--- config.mk ---
export PLATFORM = sky130hd
export DESIGN_NAME = divisor_enumerator_flat
export DESIGN_NICKNAME = d
export VERILOG_FILES = /design/src/rtl/dve_pkg.sv /design/src/rtl/dve_if.sv /design/src/rtl/dve_divider.sv /design/src/rtl/dve_datapath.sv /design/src/rtl/dve_ctrl.sv /design/src/rtl/divisor_enumerator.sv /design/src/flat_wrapper.sv
export SDC_FILE = /design/constraint.sdc
export NUM_CORES = 1
export LEC_CHECK = 0
export CAP_MARGIN = 20
export CORE_UTILIZATION = 50
export CTS_CLUSTER_DIAMETER = 50
export CTS_CLUSTER_SIZE = 25
export DETAILED_ROUTE_END_ITERATION = 12
export DONT_BUFFER_PORTS = 1
export HOLD_SLACK_MARGIN = 0.02
export SLEW_MARGIN = 20
export SYNTH_ARGS = -nofsm -noshare
export SYNTH_HDL_FRONTEND = slang
export SYNTH_SLANG_ARGS = --single-unit
--- constraint.sdc ---
create_clock -name clk_i -period 9.3 [get_ports clk_i]
set_input_delay 1.395 -clock clk_i [delete_from_list [all_inputs] [get_ports clk_i]]
set_output_delay 1.395 -clock clk_i [all_outputs]
set_load 0.02 [all_outputs]
--- src/rtl/dve_pkg.sv ---
`default_nettype none

package dve_pkg;

  localparam int unsigned NumberWidthDef = 12;
  localparam int unsigned StackDepthDef  = 32;

  // Commands from the controller to the datapath.
  typedef struct packed {
    logic load;        // capture a new number and restart the trials
    logic div_start;   // start dividing the number by the current trial value
    logic take_trial;  // present the trial value and push its counterpart
    logic step_trial;  // advance to the next trial value
    logic pop;         // read the top of the stack into the output register
  } dve_cmd_t;

  // Status from the datapath to the controller.
  typedef struct packed {
    logic trial_ok;     // trial value squared does not exceed the number
    logic div_done;     // divider finished this cycle
    logic div_exact;    // remainder of the finished division is zero
    logic stack_empty;  // no counterparts left on the stack
  } dve_status_t;

endpackage

`default_nettype wire

--- src/rtl/dve_if.sv ---
`default_nettype none

interface dve_in_if #(
  parameter int unsigned NUMBER_WIDTH = 12
);
  logic                    valid;
  logic                    ready;
  logic [NUMBER_WIDTH-1:0] number;

  modport source (output valid, output number, input ready);
  modport sink   (input valid, input number, output ready);
endinterface

interface dve_out_if #(
  parameter int unsigned NUMBER_WIDTH = 12
);
  logic                    valid;
  logic                    ready;
  logic [NUMBER_WIDTH-1:0] divisor;
  logic                    last;

  modport source (output valid, output divisor, output last, input ready);
  modport sink   (input valid, input divisor, input last, output ready);
endinterface

`default_nettype wire

--- src/rtl/dve_divider.sv ---
`default_nettype none

module dve_divider
  import dve_pkg::*;
#(
  parameter int unsigned NUMBER_WIDTH = NumberWidthDef
) (
  input  wire logic                    clk_i,
  input  wire logic                    rst_ni,
  input  wire logic                    start_i,
  input  wire logic [NUMBER_WIDTH-1:0] dividend_i,
  input  wire logic [NUMBER_WIDTH-1:0] divisor_i,
  output logic                         done_o,
  output logic [NUMBER_WIDTH-1:0]      quotient_o,
  output logic [NUMBER_WIDTH-1:0]      remainder_o
);

  localparam int unsigned CntWidth = $clog2(NUMBER_WIDTH + 1);

  logic [NUMBER_WIDTH-1:0] rem_q, rem_d;
  logic [NUMBER_WIDTH-1:0] quo_q, quo_d;
  logic [NUMBER_WIDTH-1:0] div_q;
  logic [CntWidth-1:0]     cnt_q;
  logic                    busy_q;
  logic                    done_q;
  logic [NUMBER_WIDTH:0]   shifted;
  logic [NUMBER_WIDTH:0]   diff;

  // One quotient bit per cycle, restoring form.
  always_comb begin
    shifted = {rem_q, quo_q[NUMBER_WIDTH-1]};
    diff    = shifted - {1'b0, div_q};
    if (!diff[NUMBER_WIDTH]) begin
      rem_d = diff[NUMBER_WIDTH-1:0];
      quo_d = {quo_q[NUMBER_WIDTH-2:0], 1'b1};
    end else begin
      rem_d = shifted[NUMBER_WIDTH-1:0];
      quo_d = {quo_q[NUMBER_WIDTH-2:0], 1'b0};
    end
  end

  always_ff @(posedge clk_i or negedge rst_ni) begin
    if (!rst_ni) begin
      busy_q <= 1'b0;
      done_q <= 1'b0;
      cnt_q  <= '0;
    end else begin
      done_q <= 1'b0;
      if (start_i) begin
        busy_q <= 1'b1;
        cnt_q  <= CntWidth'(NUMBER_WIDTH);
      end else if (busy_q) begin
        cnt_q <= cnt_q - 1'b1;
        if (cnt_q == CntWidth'(1)) begin
          busy_q <= 1'b0;
          done_q <= 1'b1;
        end
      end
    end
  end

  always_ff @(posedge clk_i) begin
    if (start_i) begin
      rem_q <= '0;
      quo_q <= dividend_i;
      div_q <= divisor_i;
    end else if (busy_q) begin
      rem_q <= rem_d;
      quo_q <= quo_d;
    end
  end

  assign done_o      = done_q;
  assign quotient_o  = quo_q;
  assign remainder_o = rem_q;

endmodule

`default_nettype wire

--- src/rtl/dve_datapath.sv ---
`default_nettype none

module dve_datapath
  import dve_pkg::*;
#(
  parameter int unsigned NUMBER_WIDTH = NumberWidthDef,
  parameter int unsigned STACK_DEPTH  = StackDepthDef
) (
  input  wire logic                    clk_i,
  input  wire logic                    rst_ni,
  input  wire dve_cmd_t                cmd_i,
  output dve_status_t                  status_o,
  input  wire logic [NUMBER_WIDTH-1:0] number_i,
  output logic [NUMBER_WIDTH-1:0]      divisor_o,
  output logic                         last_o
);

  localparam int unsigned TrialWidth = (NUMBER_WIDTH + 1) / 2 + 1;
  localparam int unsigned SqWidth    = 2 * TrialWidth;
  localparam int unsigned SpWidth    = $clog2(STACK_DEPTH + 1);
  localparam int unsigned AddrWidth  = $clog2(STACK_DEPTH);

  logic [NUMBER_WIDTH-1:0] num_q;
  logic [TrialWidth-1:0]   trial_q;
  logic [SpWidth-1:0]      sp_q;
  logic [SpWidth-1:0]      sp_dec;
  logic [NUMBER_WIDTH-1:0] stack_mem [STACK_DEPTH];
  logic [NUMBER_WIDTH-1:0] out_div_q;
  logic                    out_last_q;

  logic [SqWidth-1:0]      trial_sq;
  logic [NUMBER_WIDTH-1:0] trial_ext;
  logic [NUMBER_WIDTH-1:0] quotient;
  logic [NUMBER_WIDTH-1:0] remainder;
  logic                    div_done;
  logic                    is_root;
  logic                    push;

  assign trial_sq  = SqWidth'(trial_q) * SqWidth'(trial_q);
  assign trial_ext = {{(NUMBER_WIDTH-TrialWidth){1'b0}}, trial_q};
  assign sp_dec    = sp_q - 1'b1;
  assign is_root   = (quotient == trial_ext);
  // A counterpart that finds the stack full is dropped.
  assign push      = cmd_i.take_trial && !is_root && (sp_q < SpWidth'(STACK_DEPTH));

  dve_divider #(
    .NUMBER_WIDTH(NUMBER_WIDTH)
  ) u_divider (
    .clk_i      (clk_i),
    .rst_ni     (rst_ni),
    .start_i    (cmd_i.div_start),
    .dividend_i (num_q),
    .divisor_i  (trial_ext),
    .done_o     (div_done),
    .quotient_o (quotient),
    .remainder_o(remainder)
  );

  always_ff @(posedge clk_i or negedge rst_ni) begin
    if (!rst_ni) begin
      sp_q <= '0;
    end else if (cmd_i.load) begin
      sp_q <= '0;
    end else if (push) begin
      sp_q <= sp_q + 1'b1;
    end else if (cmd_i.pop) begin
      sp_q <= sp_dec;
    end
  end

  always_ff @(posedge clk_i) begin
    if (cmd_i.load) begin
      num_q   <= number_i;
      trial_q <= TrialWidth'(1);
    end else if (cmd_i.step_trial) begin
      trial_q <= trial_q + 1'b1;
    end
  end

  always_ff @(posedge clk_i) begin
    if (push) begin
      stack_mem[sp_q[AddrWidth-1:0]] <= quotient;
    end
  end

  // The output register doubles as the registered read port of the stack.
  // A trial divisor closes the run only when it is the square root and
  // nothing was pushed before it.
  always_ff @(posedge clk_i) begin
    if (cmd_i.take_trial) begin
      out_div_q  <= trial_ext;
      out_last_q <= is_root && (sp_q == '0);
    end else if (cmd_i.pop) begin
      out_div_q  <= stack_mem[sp_dec[AddrWidth-1:0]];
      out_last_q <= (sp_q == SpWidth'(1));
    end
  end

  assign status_o.trial_ok    = (trial_sq <= {{(SqWidth-NUMBER_WIDTH){1'b0}}, num_q});
  assign status_o.div_done    = div_done;
  assign status_o.div_exact   = (remainder == '0);
  assign status_o.stack_empty = (sp_q == '0);

  assign divisor_o = out_div_q;
  assign last_o    = out_last_q;

endmodule

`default_nettype wire

--- src/rtl/dve_ctrl.sv ---
`default_nettype none

module dve_ctrl
  import dve_pkg::*;
(
  input  wire logic        clk_i,
  input  wire logic        rst_ni,
  input  wire logic        in_valid_i,
  output logic             in_ready_o,
  output logic             out_valid_o,
  input  wire logic        out_ready_i,
  input  wire dve_status_t status_i,
  output dve_cmd_t         cmd_o
);

  localparam logic [2:0] StIdle  = 3'd0;
  localparam logic [2:0] StCheck = 3'd1;
  localparam logic [2:0] StDiv   = 3'd2;
  localparam logic [2:0] StEmit  = 3'd3;
  localparam logic [2:0] StPop   = 3'd4;

  logic [2:0] state_q, state_d;

  always_comb begin
    state_d     = state_q;
    cmd_o       = '0;
    in_ready_o  = 1'b0;
    out_valid_o = 1'b0;
    case (state_q)
      StIdle: begin
        in_ready_o = 1'b1;
        if (in_valid_i) begin
          cmd_o.load = 1'b1;
          state_d    = StCheck;
        end
      end
      StCheck: begin
        if (status_i.trial_ok) begin
          cmd_o.div_start = 1'b1;
          state_d         = StDiv;
        end else if (status_i.stack_empty) begin
          state_d = StIdle;
        end else begin
          cmd_o.pop = 1'b1;
          state_d   = StPop;
        end
      end
      StDiv: begin
        if (status_i.div_done) begin
          if (status_i.div_exact) begin
            cmd_o.take_trial = 1'b1;
            state_d          = StEmit;
          end else begin
            cmd_o.step_trial = 1'b1;
            state_d          = StCheck;
          end
        end
      end
      StEmit: begin
        out_valid_o = 1'b1;
        if (out_ready_i) begin
          cmd_o.step_trial = 1'b1;
          state_d          = StCheck;
        end
      end
      StPop: begin
        out_valid_o = 1'b1;
        if (out_ready_i) begin
          if (status_i.stack_empty) begin
            state_d = StIdle;
          end else begin
            cmd_o.pop = 1'b1;
          end
        end
      end
      default: begin
        state_d = StIdle;
      end
    endcase
  end

  always_ff @(posedge clk_i or negedge rst_ni) begin
    if (!rst_ni) begin
      state_q <= StIdle;
    end else begin
      state_q <= state_d;
    end
  end

endmodule

`default_nettype wire

--- src/rtl/divisor_enumerator.sv ---
// Divisor enumerator: lists every divisor of a number in ascending order.
// The input channel carries one number per transaction; the output channel
// carries one divisor per transaction, with last set on the final divisor
// of the run. A number of zero produces no output transactions at all.
// Trial values 1, 2, ... are tried while their square does not exceed the
// number. Each trial passes through a compare step and then the
// bit-serial divider, which dominates the running time. Small divisors
// leave as they are found; their counterparts go onto a stack and are
// popped, one per cycle while the receiver is ready, after the trials.
// The block takes one number at a time: in ready is high only while idle.
// If the receiver stalls, the current divisor holds in the output register
// and the search pauses until the transaction completes.
// Reset returns the block to idle with an empty stack; no clearing pass.
`default_nettype none

module divisor_enumerator
  import dve_pkg::*;
#(
  parameter int unsigned NUMBER_WIDTH = NumberWidthDef,
  parameter int unsigned STACK_DEPTH  = StackDepthDef
) (
  input  wire logic   clk_i,
  input  wire logic   rst_ni,
  dve_in_if.sink      in_if,
  dve_out_if.source   out_if
);

  dve_cmd_t    cmd;
  dve_status_t status;

  dve_ctrl u_ctrl (
    .clk_i      (clk_i),
    .rst_ni     (rst_ni),
    .in_valid_i (in_if.valid),
    .in_ready_o (in_if.ready),
    .out_valid_o(out_if.valid),
    .out_ready_i(out_if.ready),
    .status_i   (status),
    .cmd_o      (cmd)
  );

  dve_datapath #(
    .NUMBER_WIDTH(NUMBER_WIDTH),
    .STACK_DEPTH (STACK_DEPTH)
  ) u_datapath (
    .clk_i    (clk_i),
    .rst_ni   (rst_ni),
    .cmd_i    (cmd),
    .status_o (status),
    .number_i (in_if.number),
    .divisor_o(out_if.divisor),
    .last_o   (out_if.last)
  );

`ifndef NO_ASSERTIONS
  // The block never takes a new number while a divisor is on offer.
  a_no_overlap: assert property (@(posedge clk_i) disable iff (!rst_ni)
    !(in_if.ready && out_if.valid))
    else $error("input ready while output valid");

  // The block is still busy in the cycle after a number is taken.
  a_busy_after_load: assert property (@(posedge clk_i) disable iff (!rst_ni)
    (in_if.valid && in_if.ready) |=> !in_if.ready)
    else $error("input ready right after a transaction");

  // The final divisor of a run is never followed at once by another one.
  a_last_ends_run: assert property (@(posedge clk_i) disable iff (!rst_ni)
    (out_if.valid && out_if.ready && out_if.last) |=> !out_if.valid)
    else $error("output valid right after the last divisor");

  // A division is started only when the trial value is still in range.
  a_div_in_range: assert property (@(posedge clk_i) disable iff (!rst_ni)
    cmd.div_start |-> status.trial_ok)
    else $error("division started beyond the square root");
`endif

endmodule

`default_nettype wire
--- src/flat_wrapper.sv ---
// flat-port wrapper written by rule: the top's interface ports become plain ports
module divisor_enumerator_flat import dve_pkg::*;
#(
  parameter int unsigned NUMBER_WIDTH = NumberWidthDef,
  parameter int unsigned STACK_DEPTH  = StackDepthDef
)
  (clk_i, rst_ni, in_if_valid, in_if_number, in_if_ready, out_if_valid, out_if_divisor, out_if_last, out_if_ready);
  dve_in_if #(.NUMBER_WIDTH(NUMBER_WIDTH)) in_if_i ();
  dve_out_if #(.NUMBER_WIDTH(NUMBER_WIDTH)) out_if_i ();
  input  wire logic clk_i;
  input  wire logic rst_ni;
  input wire logic [$bits(in_if_i.valid)-1:0] in_if_valid;
  input wire logic [$bits(in_if_i.number)-1:0] in_if_number;
  output wire logic [$bits(in_if_i.ready)-1:0] in_if_ready;
  output wire logic [$bits(out_if_i.valid)-1:0] out_if_valid;
  output wire logic [$bits(out_if_i.divisor)-1:0] out_if_divisor;
  output wire logic [$bits(out_if_i.last)-1:0] out_if_last;
  input wire logic [$bits(out_if_i.ready)-1:0] out_if_ready;
  assign in_if_i.valid = in_if_valid;
  assign in_if_i.number = in_if_number;
  assign in_if_ready = in_if_i.ready;
  assign out_if_valid = out_if_i.valid;
  assign out_if_divisor = out_if_i.divisor;
  assign out_if_last = out_if_i.last;
  assign out_if_i.ready = out_if_ready;
  divisor_enumerator #(.NUMBER_WIDTH(NUMBER_WIDTH), .STACK_DEPTH(STACK_DEPTH)) u_core (.clk_i(clk_i), .rst_ni(rst_ni), .in_if(in_if_i), .out_if(out_if_i));
endmodule
# Word level (Yosys, flattened, before mapping)
# Memory sizes are Yosys's and may differ from the RTL's.
# Cells that the tools add are included.
# word_totals
reg_bits,78
ram_bits,384
memories,1
# memory_table
name,words,word_bits,read_ports,rd_ports_with_merged_regs,wr,line,text
u_core.u_datapath.stack_mem,32,12,1,0,1,dve_datapath.sv:27,logic [NUMBER_WIDTH-1:0] stack_mem [STACK_DEPTH];
# classes
n_mux,46
multipliers,1
order_cmp,2
n_eq_ne,12
n_reduce_logical,12
n_addsub,5
# ops
cell,n
12-bit two-way mux,3
1-bit two-way mux,24
3-bit two-way mux,7
6-bit two-way mux,3
3-bit case mux with 5 select lines,1
14-bit by 12-bit <= comparator with 1-bit output,1
7-bit by 7-bit multiplier with 14-bit output,1
7-bit two-way mux,2
13-bit by 7-bit subtractor with 13-bit output,1
12-bit by 7-bit equality test with 1-bit output,1
12-bit logical NOT,1
4-bit two-way mux,2
2-bit inequality test (second input constant),4
7-bit by 1-bit adder with 7-bit output (second input constant),1
6-bit by 1-bit adder with 6-bit output (second input constant),1
3-bit by 2-bit equality test with 1-bit output (second input constant),2
6-bit by 1-bit equality test with 1-bit output (second input constant),1
6-bit logical NOT,1
6-bit less-than comparator (second input constant),1
6-bit by 1-bit subtractor with 6-bit output (second input constant),1
5-bit AND reduction,1
4-bit by 1-bit equality test with 1-bit output (second input constant),1
2-bit two-way mux,2
1-bit case mux with 2 select lines,2
10 further kinds,13

# Logic depth before layout (Yosys ltp)
# logic_depth
word_depth,8
mapped_depth,27
mapped_depth_nobuf,25

# Cells and area by module
# Synthesis repeated with hierarchy kept, for this count alone.
# unflattened
cells_unflattened,1300
area_unflattened_um2,20872.5
# by_module_without_submodules
mod,area_each_um2,cells_per_inst,instances
dve_datapath,18139.9,1027,1
dve_divider,2494.9,245,1
dve_ctrl,237.7,28,1

# Worst setup path after synthesis
# No wires, ideal clock.
# synth_path
path_type,flip-flop to flip-flop
from,register u_core.u_datapath.trial_q[1]
to,"register u_core.u_datapath.u_divider.quo_q[0], in the netlist u_core.u_datapath.u_divider.quotient_o[0] (enable)"
t_arrival_ns,6.045
t_required_ns,9.019
path_stages_with_launch,27
setup_slack_ns,2.974
synth_period_minus_slack_ns,6.326
path_buffers,2
cell_sequence,dfxtp_1 > clkbuf_1 > nand2_1 > xnor2_1 > ha_1 > inv_1 > fa_1 > inv_1 > fa_1 > fa_1 > ha_1 > a21oi_1 > o2bb2ai_1 > a31oi_1 > a21o_1 > a21o_1 > a21oi_1 > xnor2_1 > ha_1 > nand4_1 > nor4_1 > a211oi_1 > a32o_1 > o211ai_4 > nor3_4 > buf_2 > or2_2
# synth_via
elab_chain_cells,5
# synth_lines
item,line,text
"start, declared",dve_datapath.sv:24,logic [TrialWidth-1:0] trial_q;
"start signal, assigned",dve_datapath.sv:74,trial_q <= TrialWidth'(1);
"start signal, assigned",dve_datapath.sv:76,trial_q <= trial_q + 1'b1;
7-bit by 7-bit multiplier with 14-bit output,dve_datapath.sv:39,assign trial_sq = SqWidth'(trial_q) * SqWidth'(trial_q);
14-bit by 12-bit <= comparator with 1-bit output,dve_datapath.sv:99,"assign status_o.trial_ok = (trial_sq <= {{(SqWidth-NUMBER_WIDTH){1'b0}}, num_q});"
1-bit two-way mux,dve_ctrl.sv:38,if (status_i.trial_ok) begin
1-bit two-way mux,dve_ctrl.sv:29,case (state_q)
2-bit nonzero test (no source line),--,
"end signal, assigned",dve_divider.sv:65,quo_q <= dividend_i;
"end signal, assigned",dve_divider.sv:69,quo_q <= quo_d;
"end, declared",dve_divider.sv:21,"logic [NUMBER_WIDTH-1:0] quo_q, quo_d;"
# No other way between the ends.
# A chain may end at the register's enable or synchronous reset.

# Final worst setup path
# layout_path
from,register u_core.u_datapath.trial_q[2]
to,"register u_core.u_datapath.u_divider.quo_q[3], in the netlist u_core.u_datapath.u_divider.quotient_o[3] (enable)"
# Same word-level chain as after synthesis.

==> results.cfg <==
[status]
status = complete, no violations

[power]
pwr_density_cell_nw_per_um2 = 243
switchingPower_w = 0.00158
max-vdd-ir-drop_mv = 0.181
power_frac_clock_pct = 32.2
power_leakage_nw = 7.45
power_frac_comb_pct = 16.1
swShare_pct = 29.1
p_int_w = 0.00387
power_frac_seq_pct = 51.7

[logic_synthesis]
yosysUniqueCellTypes = 73
synth-edff-count = 423
ys_top_cells_by_area = edfxtp_1 (63%), mux4_2 (13%), ha_1 (3.2%), dfxtp_1 (2.4%), dfrtp_1 (1.9%)
yosysTopAreaCell = edfxtp_1
synth.cell_area_um2 = 20200
syn_nets = 1231
ys_async_sr_fraction_pct = 3.25
synth.ff_latch_count = 462
synthCells = 1150
ys_seq_area_share_pct = 67.1
synth_flop_cell = edfxtp_1
yosysWarningCount = 0
synth.avg_cell_area_um2 = 17.6
yosys.area.top_type_share_pct = 62.9

[timing]
rsz0062_at_grt = false
final.hold.worst_slack_ns = 0.510
setup_slack_ns = 1.87
hold_viol = 0
worst_pin_slew_ns = 1.07
min_period_ns = 7.43
slew_headroom_pct = 28.7
max_freq_mhz = 135
skew_ns = 0.0230
drv_slew = 0
tns_ns = 0
setup_viol = 0
fin_crit_sh_pct = 79.9

[setup_path]
worstPathArrival_ns = 7.67
cp-end-kind = register
crit_family = adder cells
critPathLaunch = u_core.u_datapath.trial_q[2]$_SDFFE_PP0P_
r2r_start = u_core.u_datapath.trial_q[2]$_SDFFE_PP0P_
worstPathMaxFanout = 20
critical_path_class = reg2reg
worst_path_max_delay_cell = nor3_4
reg2reg_to = u_core.u_datapath.u_divider.quotient_o[3]$_DFFE_PP_
critPathCapture = u_core.u_datapath.u_divider.quotient_o[3]$_DFFE_PP_
path_depth = 24
path_buf_inv = 3
required_ns = 9.54
worstPathCellList = inv_1, nor2_1, ha_1, xor2_1, fa_1, inv_1, fa_1, fa_1, ha_1, a21oi_1, o2bb2ai_1, a31oi_1, a21o_1, a21o_1, a21oi_1, xnor2_1, ha_1, nand4_1, nor4_1, a32o_1, o211ai_4, nor3_4, buf_4, or2_2
cpPeakStageDelay_ns = 0.72
startpoint_type = register
rr_worst_depth = 24
rrSetupSlack_ns = 1.87

[clock_network]
cts_setup_buffers = 0
htreeDepth = 2
cts_tree = done
clkSinkCount = 462
clk_latency_ns = 0.58
clk_pin_slew_ns = 0.07
numCtsBuffers = 41
clock-root-buffer = clkbuf_16
cts_resized = 0
clockBufferDepth = 3
ctsHoldBuffers = 0

[detailed_routing]
firstDrtPassIters = 6
routed_wl_um = 43700
drc_errors = 0
post_drt_wl_per_cell_um = 25.2
vias = 10200
avgViaCountPerCell = 5.88
ant_nets = 0
drt_iter0_markers = 857

[placed_design]
place_hpwl_um = 26700
pre_cts_slack_ns = 1.87
port_buffers = 0
gp_congestion = 0.820
placed_cells_incl_taps = 1662

[cells_and_area]
layoutNonFillerInstCount = 1738
drive_gt1_share_pct = 23.8
num-fill-cells = 3123
synthToLayoutAreaGrowth_pct = 11.2
diodes = 0
layout.nets = 1261

[die]
design.die.area_um2 = 41200
rows = 73
core_um2 = 39800
die_w_um = 203
die_y_um = 203
initial_core_util_pct = 50.7
ios = 31

[global_routing]
grt_pass1_vias = 10400
grtUsageTotal_pct = 22.3
overflow = 0
grt_start_max_net_pins = 61
grt_antenna_before_repair = 0
grt_pass1_wl_um = 66800

[job]
maxCapViolations = 0

[min_path]
hp-class = in2async
-- sequential cells by signal (all words and copies together) (netlist names) --
name,count
u_core.u_datapath.u_divider.div_q,7
u_core.u_datapath.num_q,12
u_core.u_datapath.u_divider.done_o,1
u_core.u_datapath.divisor_o,12
u_core.u_datapath.u_divider.quotient_o,12
u_core.u_datapath.last_o,1
u_core.u_datapath.u_divider.cnt_q,4
u_core.u_datapath.u_divider.busy_q,1
u_core.u_datapath.sp_q,6
u_core.u_ctrl.state_q,3
u_core.u_datapath.stack_mem,384
u_core.u_datapath.trial_q,7
u_core.u_datapath.u_divider.remainder_o,12
-- layer usage --
layer / up-vias / wire, um / track usage [%]
li1: 4617 / - / -
met1: 5261 / 18700 / 31.3
met2: 270 / 21600 / 36.2
met3: 66 / 2360 / 3.29
met4: 0 / 1050 / 7.06
met5: - / 0 / 0
-- synth_stat cells (6+ instances only) --
master / number
a211oi_1: 9
a21o_1: 7
a21oi_1: 19
and2_1: 15
buf_2: 14
clkbuf_1: 30
dfrtp_1: 15
dfxtp_1: 24
edfxtp_1: 423
fa_1: 13
ha_1: 52
inv_1: 44
mux2_2: 16
mux2i_1: 15
mux4_2: 120
nand2_1: 41
nand2b_1: 15
nand3_1: 12
nor2_1: 85
nor2b_1: 9
nor4_1: 6
o21ai_0: 20
or3_1: 6
xnor2_1: 32
xor2_1: 9
-- area by class of cell --
| cell class | count | area [um2] | area share [%] |
|---|---|---|---|
| clock buffers | 46 | 1090 | 4.84 |
| clock inverters | 30 | 330 | 1.47 |
| inverters | 45 | 169 | 0.752 |
| multi-input cells | 591 | 6300 | 28.0 |
| flip-flops and latches | 462 | 13600 | 60.4 |
| well taps | 525 | 657 | 2.92 |
| repair buffers | 39 | 357 | 1.59 |
-- worst reg2reg max path, cell delays in order, from the launching register on --
cell and delay (ns):
dfxtp_1 0.57, inv_1 0.16, nor2_1 0.17, ha_1 0.28, xor2_1 0.19, fa_1 0.54, inv_1 0.05, fa_1 0.52
fa_1 0.42, ha_1 0.36, a21oi_1 0.29, o2bb2ai_1 0.18, a31oi_1 0.09, a21o_1 0.23, a21o_1 0.18, a21oi_1 0.16
xnor2_1 0.08, ha_1 0.29, nand4_1 0.13, nor4_1 0.40, a32o_1 0.24, o211ai_4 0.15, nor3_4 0.72, buf_4 0.36
or2_2 0.33
-- kinds of logic after synthesis --
kind of cell	share of synthesized area, %
XOR/XNOR	1.78
flip-flops	67.1
AND/OR/NAND/NOR	6.09
AO/OA/AOI/OAI	3.36
adder cells (fa/ha/maj)	4.51
multiplexers	15.1
buffers and inverters	2.00
-- power by group through the flow --
| stage | combinational [W] | sequential, W | clock [W] |
|---|---|---|---|
| CTS | 0.000884 | 0.00282 | 0.00180 |
| floorplan | 0.000488 | 0.00288 | 0 |
| global placement | 0.000781 | 0.00290 | 0 |
| finish | 0.000876 | 0.00282 | 0.00176 |
| global route | 0.000963 | 0.00284 | 0.00187 |
| detailed placement | 0.000879 | 0.00287 | 0 |
-- how the worst min path moves through the flow --
stage / from / endpoint
floorplan: u_core.u_datapath.trial_q[6]$_SDFFE_PP0P_ / u_core.u_datapath.u_divider.div_q[6]$_DFFE_PP_
global placement: u_core.u_datapath.u_divider.remainder_o[10]$_SDFFE_PP0P_ / u_core.u_datapath.u_divider.remainder_o[10]$_SDFFE_PP0P_
detailed placement: u_core.u_datapath.u_divider.remainder_o[10]$_SDFFE_PP0P_ / u_core.u_datapath.u_divider.remainder_o[10]$_SDFFE_PP0P_
CTS: rst_ni / u_core.u_datapath.sp_q[4]$_DFFE_PN0P_
global route: rst_ni / u_core.u_datapath.sp_q[5]$_DFFE_PN0P_
finish: rst_ni / u_core.u_datapath.sp_q[4]$_DFFE_PN0P_
-- through the flow --
step	utilization [%]	total power [W]	area, um2
after floorplan	-	0.00337	20200
after global placement	52.6	0.00368	21000
after detailed placement	52.8	0.00375	21000
after CTS	56.4	0.00551	22500
after global routing	56.4	0.00567	22500
final	56.4	0.00545	22500
-- placed cells by master, fill, tap and decap left out, types with 9 or more instances in the layout --
master     count
clkbuf_16     43
nand2_1       41
xor2_1         9
mux4_2       120
o21ai_0       20
fa_1          13
edfxtp_1     423
nor2_2        14
a211oi_1       9
nor2_1        71
nand2b_1      15
dfrtp_1       14
nor2b_1        9
and2_1        15
buf_4         35
mux2i_1       15
ha_1          51
xnor2_1       30
inv_8         11
mux2_2        16
inv_1         44
a21oi_1       19
nand3_1       12
dfxtp_1       24
No activity file was read; power rests on OpenSTA's default activity.
